[config.mk]
export PLATFORM = sky130hd
export DESIGN_NAME = ps2_device_byte_transmitter
export DESIGN_NICKNAME = d
export VERILOG_FILES = /design/src/psdt_pkg.sv /design/src/psdt_ring.sv /design/src/psdt_framer.sv /design/src/psdt_out.sv /design/src/ps2_device_byte_transmitter.sv
export SDC_FILE = /design/constraint.sdc
export NUM_CORES = 1
export LEC_CHECK = 0
export BUFFER_PORTS_ARGS = -buffer_cell sky130_fd_sc_hd__buf_2
export CAP_MARGIN = 25
export CORE_MARGIN = 2
export CORE_UTILIZATION = 60
export CTS_BUF_LIST = sky130_fd_sc_hd__clkbuf_8
export CTS_CLUSTER_DIAMETER = 200
export CTS_CLUSTER_SIZE = 40
export DETAILED_ROUTE_END_ITERATION = 8
export GPL_TIMING_DRIVEN = 0
export HOLD_SLACK_MARGIN = 0.02
export PLACE_DENSITY = 0.83
export SLEW_MARGIN = 20
export SYNTH_ARGS = -nofsm -noshare
export SYNTH_HDL_FRONTEND = slang
export SYNTH_SLANG_ARGS = --single-unit
[constraint.sdc]
create_clock -name clk -period 15.2 [get_ports clk]
set_input_delay 0.76 -clock clk [delete_from_list [all_inputs] [get_ports clk]]
set_output_delay 0.76 -clock clk [all_outputs]
set_load 0.01 [all_outputs]
[src/psdt_pkg.sv]
`timescale 1ns / 1ps
// ----------------------------------------------------------------------------
// PS/2 device byte transmitter - shared definitions
// Command codes, frame timing constants, the result record and the line
// encoder that maps a frame phase and a byte onto the open-drain drives.
// ----------------------------------------------------------------------------
package psdt_pkg;

  typedef enum logic [1:0] {
    CMD_TICK  = 2'd0,
    CMD_RAW   = 2'd1,
    CMD_MAKE  = 2'd2,
    CMD_BREAK = 2'd3
  } psdt_cmd_t;

  localparam logic [5:0]  LAST_PHASE    = 6'd36;
  localparam logic [5:0]  LAST_BIT_PHASE = 6'd33;
  localparam logic [7:0]  BREAK_PREFIX  = 8'hF0;
  localparam logic [15:0] PHASE_TICKS_RESET = 16'd100;

  typedef enum logic {
    REG_SENDING_ENABLED = 1'b0,
    REG_PHASE_TICKS     = 1'b1
  } psdt_reg_t;

  typedef struct packed {
    logic       clock_low;
    logic       data_low;
  } psdt_lines_t;

  typedef struct packed {
    logic       clock_low;
    logic       data_low;
    logic       frame_busy;
    logic       push_accepted;
    logic [4:0] queued_bytes;
  } psdt_result_t;

  // Frame phase 1..33 covers 11 bit slots of setup, clock low, clock high.
  function automatic psdt_lines_t frame_lines(input logic [5:0] phase,
                                              input logic [7:0] data);
    logic [3:0]  slot;
    logic [5:0]  sub;
    logic        level;
    psdt_lines_t lines;
    slot = 4'd0;
    for (int i = 1; i <= 10; i++) begin
      if (phase >= 6'(3 * i + 1)) slot = 4'(i);
    end
    sub = phase - 6'd1 - 6'(3 * slot);
    if (slot == 4'd0) begin
      level = 1'b0;
    end else if (slot <= 4'd8) begin
      level = data[3'(slot - 4'd1)];
    end else if (slot == 4'd9) begin
      level = ~^data;
    end else begin
      level = 1'b1;
    end
    lines.clock_low = (sub == 6'd1);
    lines.data_low  = ~level;
    return lines;
  endfunction

endpackage

[src/psdt_ring.sv]
`timescale 1ns / 1ps
// ----------------------------------------------------------------------------
// PS/2 device byte transmitter - send ring
// Single-port-write ring memory with registered read of the oldest entry.
// The second byte of a break push lands in the next cycle from a pending slot.
// ----------------------------------------------------------------------------
module psdt_ring #(
  parameter int RING_DEPTH = 32
) (
  input  logic                   clk,
  input  logic                   rst,
  input  logic                   push,
  input  psdt_pkg::psdt_cmd_t    cmd,
  input  logic [7:0]             byte_value,
  input  logic                   sending_enabled,
  input  logic                   pop,
  output logic                   accepted,
  output logic                   nonempty,
  output logic [4:0]             queued_next,
  output logic [7:0]             head_byte,
  output logic                   pend_busy
);
  import psdt_pkg::*;

  localparam int PW = $clog2(RING_DEPTH);

  logic [7:0]    mem [RING_DEPTH];
  logic [PW-1:0] wr_ptr, wr_ptr_next;
  logic [PW-1:0] rd_ptr, rd_ptr_next;
  logic [PW-1:0] w1, w2;
  logic          pend_valid;
  logic [PW-1:0] pend_addr;
  logic [7:0]    pend_data;
  logic          set_pend;
  logic          we;
  logic [PW-1:0] waddr;
  logic [7:0]    wdata;
  logic [PW:0]   diff;

  function automatic logic [PW-1:0] inc(input logic [PW-1:0] p);
    return (p == PW'(RING_DEPTH - 1)) ? '0 : p + PW'(1);
  endfunction

  assign w1 = inc(wr_ptr);
  assign w2 = inc(w1);
  assign nonempty = (wr_ptr != rd_ptr);

  always_comb begin
    wr_ptr_next = wr_ptr;
    accepted    = 1'b0;
    set_pend    = 1'b0;
    we          = 1'b0;
    waddr       = wr_ptr;
    wdata       = byte_value;
    if (push) begin
      unique case (cmd)
        CMD_RAW, CMD_MAKE: begin
          if ((cmd == CMD_RAW || sending_enabled) && w1 != rd_ptr) begin
            we          = 1'b1;
            wr_ptr_next = w1;
            accepted    = 1'b1;
          end
        end
        CMD_BREAK: begin
          if (sending_enabled && w1 != rd_ptr) begin
            we          = 1'b1;
            wdata       = BREAK_PREFIX;
            wr_ptr_next = w1;
            if (w2 != rd_ptr) begin
              set_pend    = 1'b1;
              wr_ptr_next = w2;
              accepted    = 1'b1;
            end
          end
        end
        CMD_TICK: begin
        end
        default: begin
        end
      endcase
    end
    // Input is held off while a pending byte drains.
    if (pend_valid) begin
      we    = 1'b1;
      waddr = pend_addr;
      wdata = pend_data;
    end
  end

  assign rd_ptr_next = pop ? inc(rd_ptr) : rd_ptr;

  always_comb begin
    diff = {1'b0, wr_ptr_next} - {1'b0, rd_ptr_next};
    if (wr_ptr_next < rd_ptr_next) diff = diff + (PW + 1)'(RING_DEPTH);
  end
  assign queued_next = 5'(diff[PW-1:0]);
  assign pend_busy   = pend_valid;

  always_ff @(posedge clk) begin
    if (rst) begin
      wr_ptr     <= '0;
      rd_ptr     <= '0;
      pend_valid <= 1'b0;
    end else begin
      wr_ptr     <= wr_ptr_next;
      rd_ptr     <= rd_ptr_next;
      pend_valid <= set_pend;
    end
  end

  always_ff @(posedge clk) begin
    if (set_pend) begin
      pend_addr <= w1;
      pend_data <= byte_value;
    end
  end

  always_ff @(posedge clk) begin
    if (we) mem[waddr] <= wdata;
    head_byte <= mem[rd_ptr];
  end

endmodule

[src/psdt_framer.sv]
`timescale 1ns / 1ps
// ----------------------------------------------------------------------------
// PS/2 device byte transmitter - frame sequencer
// Counts ticks per phase, walks the 37 frame phases and encodes the lines.
// ----------------------------------------------------------------------------
module psdt_framer (
  input  logic                  clk,
  input  logic                  rst,
  input  logic                  tick,
  input  logic                  nonempty,
  input  logic [15:0]           phase_ticks,
  input  logic [7:0]            head_byte,
  output logic                  pop,
  output logic                  busy_next,
  output psdt_pkg::psdt_lines_t lines
);
  import psdt_pkg::*;

  logic        active, active_next;
  logic [5:0]  phase, phase_next;
  logic [15:0] count, count_next;
  logic [16:0] count_plus;
  logic [15:0] limit;

  assign limit      = (phase_ticks == 16'd0) ? 16'd1 : phase_ticks;
  assign count_plus = {1'b0, count} + 17'd1;

  always_comb begin
    active_next = active;
    phase_next  = phase;
    count_next  = count;
    pop         = 1'b0;
    if (tick) begin
      if (!active) begin
        if (nonempty) begin
          active_next = 1'b1;
          phase_next  = '0;
          count_next  = '0;
        end
      end else if (count_plus >= {1'b0, limit}) begin
        count_next = '0;
        if (phase >= LAST_PHASE) begin
          active_next = 1'b0;
          phase_next  = '0;
          pop         = 1'b1;
        end else begin
          phase_next = phase + 6'd1;
        end
      end else begin
        count_next = count_plus[15:0];
      end
    end
  end

  always_comb begin
    lines = '0;
    if (active_next && phase_next >= 6'd1 && phase_next <= LAST_BIT_PHASE) begin
      lines = frame_lines(phase_next, head_byte);
    end
  end

  assign busy_next = active_next;

  always_ff @(posedge clk) begin
    if (rst) begin
      active <= 1'b0;
      phase  <= '0;
      count  <= '0;
    end else begin
      active <= active_next;
      phase  <= phase_next;
      count  <= count_next;
    end
  end

endmodule

[src/psdt_out.sv]
`timescale 1ns / 1ps
// ----------------------------------------------------------------------------
// PS/2 device byte transmitter - result stage
// Output register with one skid entry behind it.
// ----------------------------------------------------------------------------
module psdt_out (
  input  logic                   clk,
  input  logic                   rst,
  input  logic                   load,
  input  psdt_pkg::psdt_result_t result,
  input  logic                   out_stall,
  output logic                   out_valid,
  output psdt_pkg::psdt_result_t out_data,
  output logic                   skid_full
);
  import psdt_pkg::*;

  psdt_result_t skid;
  logic         skid_valid;
  logic         room;

  assign room      = !out_valid || !out_stall;
  assign skid_full = skid_valid;

  always_ff @(posedge clk) begin
    if (rst) begin
      out_valid  <= 1'b0;
      skid_valid <= 1'b0;
    end else if (skid_valid) begin
      if (room) begin
        out_valid  <= 1'b1;
        skid_valid <= 1'b0;
      end
    end else if (load) begin
      if (room) out_valid <= 1'b1;
      else skid_valid <= 1'b1;
    end else if (room) begin
      out_valid <= 1'b0;
    end
  end

  always_ff @(posedge clk) begin
    if (skid_valid) begin
      if (room) out_data <= skid;
    end else if (load) begin
      if (room) out_data <= result;
      else skid <= result;
    end
  end

endmodule

[src/ps2_device_byte_transmitter.sv]
`timescale 1ns / 1ps
// ----------------------------------------------------------------------------
// PS/2 device byte transmitter
// Queues bytes in a send ring and frames the oldest one on the PS/2 lines.
// ----------------------------------------------------------------------------
// Usage:
//   Input channel (in_valid / in_stall): command and byte_value. A tick
//   advances the line timing; raw, make and break commands push bytes.
//   Every accepted transaction yields exactly one result transaction on the
//   output channel (out_valid / out_stall) carrying the line drives, the
//   frame busy flag, the push outcome and the ring fill after the item.
//   The result is registered at the accepting edge.
//   Throughput is one transaction per cycle. The exception is a break push
//   that stores both bytes: the ring memory has one write port, so the
//   second byte is written the next cycle and input is stalled for it.
//   When the receiver stalls, the output register holds its result and one
//   more result goes to a skid entry; input stalls while that entry is full.
//   Reset clears pointers, frame timing and output state; sending_enabled
//   returns to 1 and phase_ticks to 100. Ring contents are not cleared.
//   Configuration (config_write / config_index / config_data) is to be
//   written only while the block is idle; the block does not enforce it.
// ----------------------------------------------------------------------------
module ps2_device_byte_transmitter #(
  parameter int RING_DEPTH = 32
) (
  input  logic        clk,
  input  logic        rst,
  input  logic        in_valid,
  output logic        in_stall,
  input  logic [1:0]  command,
  input  logic [7:0]  byte_value,
  output logic        out_valid,
  input  logic        out_stall,
  output logic        clock_low,
  output logic        data_low,
  output logic        frame_busy,
  output logic        push_accepted,
  output logic [4:0]  queued_bytes,
  input  logic        config_write,
  input  logic        config_index,
  input  logic [15:0] config_data
);
  import psdt_pkg::*;

  logic         sending_enabled;
  logic [15:0]  phase_ticks;
  logic         accept;
  logic         tick;
  logic         push;
  psdt_cmd_t    cmd;
  logic         pop;
  logic         nonempty;
  logic         accepted;
  logic [4:0]   queued_next;
  logic [7:0]   head_byte;
  logic         pend_busy;
  logic         busy_next;
  logic         skid_full;
  psdt_lines_t  lines;
  psdt_result_t result;
  psdt_result_t out_data;

  // Configuration registers.
  always_ff @(posedge clk) begin
    if (rst) begin
      sending_enabled <= 1'b1;
      phase_ticks     <= PHASE_TICKS_RESET;
    end else if (config_write) begin
      unique case (psdt_reg_t'(config_index))
        REG_SENDING_ENABLED: sending_enabled <= config_data[0];
        REG_PHASE_TICKS:     phase_ticks     <= config_data;
        default: begin
        end
      endcase
    end
  end

  // Hold input while a break byte drains into the ring or the skid is full.
  assign in_stall = pend_busy || skid_full;
  assign accept   = in_valid && !in_stall;
  assign cmd      = psdt_cmd_t'(command);
  assign tick     = accept && (cmd == CMD_TICK);
  assign push     = accept && (cmd != CMD_TICK);

  psdt_ring #(
    .RING_DEPTH (RING_DEPTH)
  ) u_ring (
    .clk             (clk),
    .rst             (rst),
    .push            (push),
    .cmd             (cmd),
    .byte_value      (byte_value),
    .sending_enabled (sending_enabled),
    .pop             (pop),
    .accepted        (accepted),
    .nonempty        (nonempty),
    .queued_next     (queued_next),
    .head_byte       (head_byte),
    .pend_busy       (pend_busy)
  );

  psdt_framer u_framer (
    .clk         (clk),
    .rst         (rst),
    .tick        (tick),
    .nonempty    (nonempty),
    .phase_ticks (phase_ticks),
    .head_byte   (head_byte),
    .pop         (pop),
    .busy_next   (busy_next),
    .lines       (lines)
  );

  // Assemble the result from the state after this transaction.
  always_comb begin
    result.clock_low     = lines.clock_low;
    result.data_low      = lines.data_low;
    result.frame_busy    = busy_next;
    result.push_accepted = accepted;
    result.queued_bytes  = queued_next;
  end

  psdt_out u_out (
    .clk       (clk),
    .rst       (rst),
    .load      (accept),
    .result    (result),
    .out_stall (out_stall),
    .out_valid (out_valid),
    .out_data  (out_data),
    .skid_full (skid_full)
  );

  assign clock_low     = out_data.clock_low;
  assign data_low      = out_data.data_low;
  assign frame_busy    = out_data.frame_busy;
  assign push_accepted = out_data.push_accepted;
  assign queued_bytes  = out_data.queued_bytes;

  // A byte only leaves the ring when one is there.
  a_pop_nonempty: assert property (@(posedge clk) disable iff (rst)
    pop |-> nonempty)
    else $error("ring pop while empty");

  // A pending break byte always comes from an accepted transaction.
  a_pend_source: assert property (@(posedge clk) disable iff (rst)
    $rose(pend_busy) |-> $past(accept))
    else $error("pending write without accepted push");

  // No transaction is taken while the pending byte drains.
  a_pend_stall: assert property (@(posedge clk) disable iff (rst)
    pend_busy |-> !accept)
    else $error("transaction accepted during pending write");

  // A frame always ends with the lines released.
  a_end_release: assert property (@(posedge clk) disable iff (rst)
    pop |-> (!lines.clock_low && !lines.data_low && !busy_next))
    else $error("lines driven at frame end");

endmodule
After elaboration in Yosys (flattened, before gate mapping)

Memory sizes are Yosys's and may differ from the RTL's. A register that Yosys moved wholly into a read port is not among the register bits.
Cells that the tools add are included.

Register bits: 84
Memory bits (writable): 256
Bits of input ports: 32
Output and inout port bits: 11
Logic and storage cells: 168
Memories kept: 1

Add/subtract/negate cells: 10
Multipliers: 1
$lt $le $gt $ge: 17
Equal/unequal tests: 11
Muxes and demuxes: 75
Bitwise logic cells: 4
Reduce and logical (&&, ||, !) cells: 27

Memories:

| name       | depth | bits a word | read ports | clocked after memory_dff | write ports | RTL line        | text |
|---|---|---|---|---|---|---|---|
| u_ring.mem | 32    | 8           | 1          | 1                        | 1           | psdt_ring.sv:27 | `logic [7:0] mem [RING_DEPTH];` |

Operators by type and width:

| kind                                                 | count |
|---|---|
| 2-to-1 mux 16 bit                                    | 4 |
| 2-to-1 mux 5 bit                                     | 10 |
| >= comparator 6 x 5 -> 1 bit (second input constant) | 6 |
| 2-to-1 mux 9 bit                                     | 4 |
| 2-to-1 mux 1 bit                                     | 33 |
| 2-to-1 mux 8 bit                                     | 4 |
| 2-to-1 mux 6 bit                                     | 5 |
| adder 5 x 1 -> 5 bit (second input constant)         | 4 |
| adder 16 x 1 -> 17 bit (second input constant)       | 1 |
| >= comparator 17 x 16 -> 1 bit                       | 1 |
| logical NOT 16 bit                                   | 1 |
| 2-to-1 mux 4 bit                                     | 4 |
| == test 5 bit (second input constant)                | 3 |
| != test 5 bit                                        | 3 |
| >= comparator 6 x 3 -> 1 bit (second input constant) | 2 |
| >= comparator 6 x 4 -> 1 bit (second input constant) | 2 |
| 2-to-1 mux 3 bit                                     | 4 |
| one-hot mux 5 bit (2 select lines)                   | 1 |
| AND reduction 2 bit                                  | 4 |
| XNOR reduction 8 bit                                 | 1 |
| logical AND 1 bit                                    | 7 |
| adder 6 x 1 -> 6 bit (second input constant)         | 1 |
| == test 6 x 1 -> 1 bit (second input constant)       | 1 |
| >= comparator 6 x 1 -> 1 bit (second input constant) | 1 |
| 25 further kinds                                     | 38 |

Longest topological paths before layout

Word-level depth: 29
Mapped depth: 33
Mapped depth without buffers: 33

By module

Synthesis repeated with hierarchy kept, for this count alone.

Cell total of the unflattened synthesis: 1210
Area total of the unflattened synthesis: 16309.4 um2

By module, submodules not included:

| module                      | times used | cells an instance | area an instance (um2) | sequential area each (um2) |
|---|---|---|---|---|
| psdt_ring                   | 1          | 762               | 12223.0                | 8458.1 |
| psdt_framer                 | 1          | 331               | 2567.5                 | 460.4 |
| ps2_device_byte_transmitter | 1          | 81                | 763.2                  | 340.3 |
| psdt_out                    | 1          | 36                | 755.7                  | 580.6 |

Worst setup path before layout

OpenSTA, ideal clock, no wires.

Kind: reg-to-reg
Start point: register u_framer.count[4]
End point: register, netlist name u_out.out_data[8]
Setup time: 0.260 ns
Arrival time: 6.444 ns
Data required time: 14.940 ns
Path slack: 8.497 ns
Stages on the path, launching flop included: 34
Path buffers: 1
Clock period less this slack: 6.703 ns
Path through: dfxtp_1 nand4_2 inv_1 nand2_1 nor3_1 nand4_1 xnor2_1 ha_1 nand3_1 nor3_1 and3b_1 buf_2 a2111oi_0 a31o_2 clkinv_4 a211o_1 nand2_1 inv_1 a32oi_1 nor2_1 a311oi_1 inv_1 fa_1 inv_1 ha_1 inv_1 a21oi_1 o21ai_0 nand2b_1 a21oi_1 xnor2_1 xnor2_1 and4_1 mux2_2

RTL lines:

| element                | RTL line          | text |
|---|---|---|
| start, declared        | psdt_framer.sv:21 | `logic [15:0] count, count_next;` |
| start signal, assigned | psdt_framer.sv:72 | `count <= count_next;` |

==> qor.csv <==
stage;metric;value;unit
yosys;number of unique standard cell types used by synthesis;73;
floorplan;placeable core region;26060;um^2
placed_design;last weighted congestion value of the routability-driven placer;0.9046;
sta;minimum clock period after layout;7.883;ns
outcome;result of the run;complete, no violations;
sta;transition at the pin with the smallest max-transition slack;0.9727;ns
critical_path;crit path max fanout;10;
final_layout;fin nets;1359;
floorplan;Die Outline Area;27830;um^2
floorplan;Die Wd;166.8;um
clocking;Max Buffers Root-to-Sink;3;
critical_path;slack of the worst reg-to-reg path;7.32;ns
yosys;number of enable-type register cells in the synthesized netlist;287;
final_layout;area occupied by registers;9839;um^2
clocking;PostCTS Resize Cnt;0;
placed_design;hpwl dp;25.91;mm
floorplan;Starting Density;61.04;%
pwr;Logic pwr share;7.4;%
clocking;clock insertion delay at the later pin of the skew report;0.59;ns
final_layout;count of fill cells added during filler insertion;1845;
sta;final-report max-slew violation count;0;
clocking;CTS HTree Levels;1;
route;via count of the routed design;10280;
critical_path;CP Capture Type;register;
yosys;number of storage elements in the synthesis netlist;348;
critical_path;class of the most critical setup path;register to register;
global_routing;Congestion Overflow GR;0;
yosys;mapped cell area;15910;um^2
clocking;clock tree sinks;348;
route;remaining routing DRC violations;0;
pwr;relative contribution of sequential cells to total power;70.3;%
route;TritonRoute pass-1 iters;6;
pwr;Sw Pwr;336.5;uW
sta;final hold viol count;0;
sta;period utilization;51.86;%
pwr;net switching fraction of the power;22.31;%
global_routing;number of global-route vias before repair;9970;
yosys;mean area per synthesized cell;13.04;um^2
final_layout;share of cells above drive strength 1;10.37;%
yosys;register area share after synthesis;61.86;%
route;Routed Wire Length;35.87;mm
yosys;top flip-flop cell by instance count after synthesis;sky130_fd_sc_hd__edfxtp_1;
yosys;number of cells produced by synthesis;1220;
critical_path;Critical Path Start;u_framer.count[5];
clocking;Post-CTS Repair Setup Buffers;0;
floorplan;Die Y-Extent;166.8;um
pwr;clock network power share;22.3;%
placed_design;count of placed standard cells including taps;1600;
global_routing;gr usage total;25.67;%
pwr;cell leakage power;0.005534;uW
yosys;async set-or-reset flop fraction in the synthesized netlist;0;%
critical_path;reg-to-reg endpoint;u_out.out_data[8];
pwr;internal power consumption;1172;uW
sta;Worst Skew;0.03429;ns
final_layout;non-filler instance count after layout;1618;
route;count of nets left with antenna violations after detail routing;0;
critical_path;Crit path largest cell delay;0.69;ns
critical_path;data required time at the worst endpoint;15.57;ns
final_layout;multi-input gate area in the final layout;5690;um^2
floorplan;Core Rows;59;
yosys;Net Count, Synth;1299;
placed_design;Port Buffers;41;
clocking;Clock Tree Root;sky130_fd_sc_hd__clkbuf_8;
flow_run;# Max-Cap Violations;0;
pwr;worst voltage drop across the vdd grid;0.0001196;V
global_routing;largest net degree at the start of global routing;42;
sta;maximum achievable frequency;126.9;MHz
route;Avg Vias per Cell;6.356;
global_routing;number of antenna violations at the first check in global routing;0;
route;average detailed-routed wire length per instance;22.17;um
hold_path;worst hold path stage count;3;
final_layout;number of inserted diodes;0;
hold_path;worst hold path type;input pin to register;
clocking;CTS tree;yes;
sta;Worst slew margin;35.16;%
yosys;Yosys warning total;0;
critical_path;r2r worst-path depth;32;
floorplan;IO Pins;43;
critical_path;library cell appearing most often on the critical path;sky130_fd_sc_hd__inv_1;
route;First DRT Iteration DRCs;1110;
clocking;hold bufs inserted after CTS;0;
sta;setup repair after global routing missed its margin;false;
sta;final worst setup slack;7.317;ns
critical_path;CP Data Arrival Time;8.25;ns
sta;final sum of negative setup slack;0;ns
critical_path;critical register-to-register path startpoint;u_framer.count[5];
global_routing;global-route wire length before repair;55.32;mm
final_layout;area added between synthesis and finish;6.057;%
sta;total of endpoints with negative setup slack in the final report;0;
pwr;total power density per cell area;89.41;nW/um^2
critical_path;element type at the critical path start;register;
critical_path;Crit-path slowest cell;sky130_fd_sc_hd__a311oi_1;
critical_path;endpoint of the worst setup timing path;u_out.out_data[8];
placed_design;setup slack after placement;7.445;ns
clocking;clock-pin transition on the worst setup and hold timing paths;0.23;ns
clocking;Inserted Clock Buffers;12;
## synth_stat cells, types with 5 or more instances
master                     number  share of area, %
sky130_fd_sc_hd__a211o_1        5              0.28
sky130_fd_sc_hd__a211oi_1       5              0.24
sky130_fd_sc_hd__a21oi_1       48               1.5
sky130_fd_sc_hd__a22o_1        14              0.77
sky130_fd_sc_hd__a22oi_1       15              0.71
sky130_fd_sc_hd__and2_1         7              0.28
sky130_fd_sc_hd__and3_1         9              0.35
sky130_fd_sc_hd__buf_1          9              0.21
sky130_fd_sc_hd__buf_2          5              0.16
sky130_fd_sc_hd__clkbuf_1      46               1.1
sky130_fd_sc_hd__dfxtp_1       61               7.7
sky130_fd_sc_hd__edfxtp_1     287                54
sky130_fd_sc_hd__ha_1          43               3.4
sky130_fd_sc_hd__inv_1         51               1.2
sky130_fd_sc_hd__mux2_2        11              0.78
sky130_fd_sc_hd__mux2i_1       73               4.6
sky130_fd_sc_hd__mux4_2        32               4.5
sky130_fd_sc_hd__nand2_1      101               2.4
sky130_fd_sc_hd__nand2b_1       7              0.28
sky130_fd_sc_hd__nand3_1       25              0.79
sky130_fd_sc_hd__nand3b_1       6              0.28
sky130_fd_sc_hd__nand4_1        7              0.28
sky130_fd_sc_hd__nor2_1       113               2.7
sky130_fd_sc_hd__nor2b_1       11              0.43
sky130_fd_sc_hd__nor3_1        20              0.63
sky130_fd_sc_hd__nor4_1         6              0.24
sky130_fd_sc_hd__o21ai_0       47               1.5
sky130_fd_sc_hd__o221ai_1      25               1.4
sky130_fd_sc_hd__o22ai_1       10              0.39
sky130_fd_sc_hd__xnor2_1       32               1.8
sky130_fd_sc_hd__xor2_1        15              0.83
## worst max-delay path: cells and delay by family, from the launching register on
| family | cells | cell delay (ns) |
|---|---|---|
| xor gates and xnor gates | 3 | 0.57 |
| buffers and inverters | 5 | 0.58 |
| muxes | 1 | 0.27 |
| adders and majority gates | 3 | 1.15 |
| and+or+nand+nor | 12 | 2.52 |
| AOI/OAI and AO/OA | 8 | 2.12 |
| DFF | 1 | 0.48 |
## per-layer routing
| layer | GRT usage, % | wire length [um] |
|---|---|---|
| met1 | 34.75 | 14250 |
| met2 | 43.62 | 17520 |
| met3 | 3.517 | 2962 |
| met4 | 8.021 | 1133 |
| met5 | 0 | 0 |
## flip-flops by register name, indices dropped and copies added, names as in the netlist, 5 cells and up
| register | count |
|---|---|
| u_framer.count | 16 |
| phase_ticks | 16 |
| u_ring.head_byte | 8 |
| u_ring.mem | 256 |
| u_ring.pend_addr | 5 |
| u_out.out_data | 9 |
| u_ring.rd_ptr | 5 |
| u_ring.wr_ptr | 5 |
| u_ring.pend_data | 8 |
| u_out.skid | 9 |
| u_framer.phase | 6 |
## layout by cell type, fill, tap and decap left out, types with 43 or more instances in the layout
master	n
sky130_fd_sc_hd__buf_2	46
sky130_fd_sc_hd__mux2i_1	73
sky130_fd_sc_hd__dfxtp_1	61
sky130_fd_sc_hd__o21ai_0	47
sky130_fd_sc_hd__a21oi_1	44
sky130_fd_sc_hd__inv_1	54
sky130_fd_sc_hd__clkbuf_1	46
sky130_fd_sc_hd__ha_1	43
sky130_fd_sc_hd__nand2_1	101
sky130_fd_sc_hd__edfxtp_1	287
sky130_fd_sc_hd__nor2_1	113
## cell families (layout without fill, tap and decap cells)
logic type	after synthesis	count (layout)	share of synthesized area, %
AND/OR/NAND/NOR	330	330	9.550
AO/OA/AOI/OAI	218	218	9.408
buffers and inverters	113	176	2.738
multiplexers	116	116	9.904
XOR/XNOR	47	47	2.588
adder cells (fa/ha/maj)	48	48	3.949
flip-flops	348	348	61.86
## power by group through the flow
stage / clock, uW / sequential (uW) / combinational (uW)
floorplan: 0 / 1080 / 64.7
global placement: 0 / 1080 / 99.6
detailed placement: 0 / 1080 / 109
CTS: 336 / 1060 / 109
global route: 363 / 1060 / 121
finish: 337 / 1060 / 111
## per-stage QoR
step / util [%] / power (uW) / instance area [um^2] / hold WS, ns
final: 64.73 / 1508 / 16870 / 0.3695
after global routing: 64.73 / 1546 / 16870 / 0.3497
after CTS: 64.70 / 1506 / 16860 / 0.3609
after detailed placement: 63.91 / 1190 / 16650 / 0.4689
after global placement: 63.43 / 1181 / 16530 / 0.4611
after floorplan: - / 1144 / 15910 / 0.4364
## worst min-delay path by stage
stage / from / to / slack [ns]
finish: config_data[5] / phase_ticks[5] / 0.37
global placement: phase_ticks[14] / phase_ticks[14] / 0.46
detailed placement: phase_ticks[14] / phase_ticks[14] / 0.47
floorplan: phase_ticks[0] / phase_ticks[0] / 0.44
global route: config_data[5] / phase_ticks[5] / 0.35
CTS: config_data[5] / phase_ticks[5] / 0.36
## layout make-up
| class | count | area share (%) |
|---|---|---|
| Multi-Input combinational cell | 759 | 33.73 |
| Inverter | 53 | 1.209 |
| Sequential cell | 348 | 58.33 |
| Clock buffer | 13 | 1.061 |
| Timing Repair Buffer | 46 | 1.647 |
| Buffer | 60 | 1.372 |
| Tap cell | 335 | 2.485 |
| Clock inverter | 4 | 0.1632 |
(Power assumes the default switching activity.)
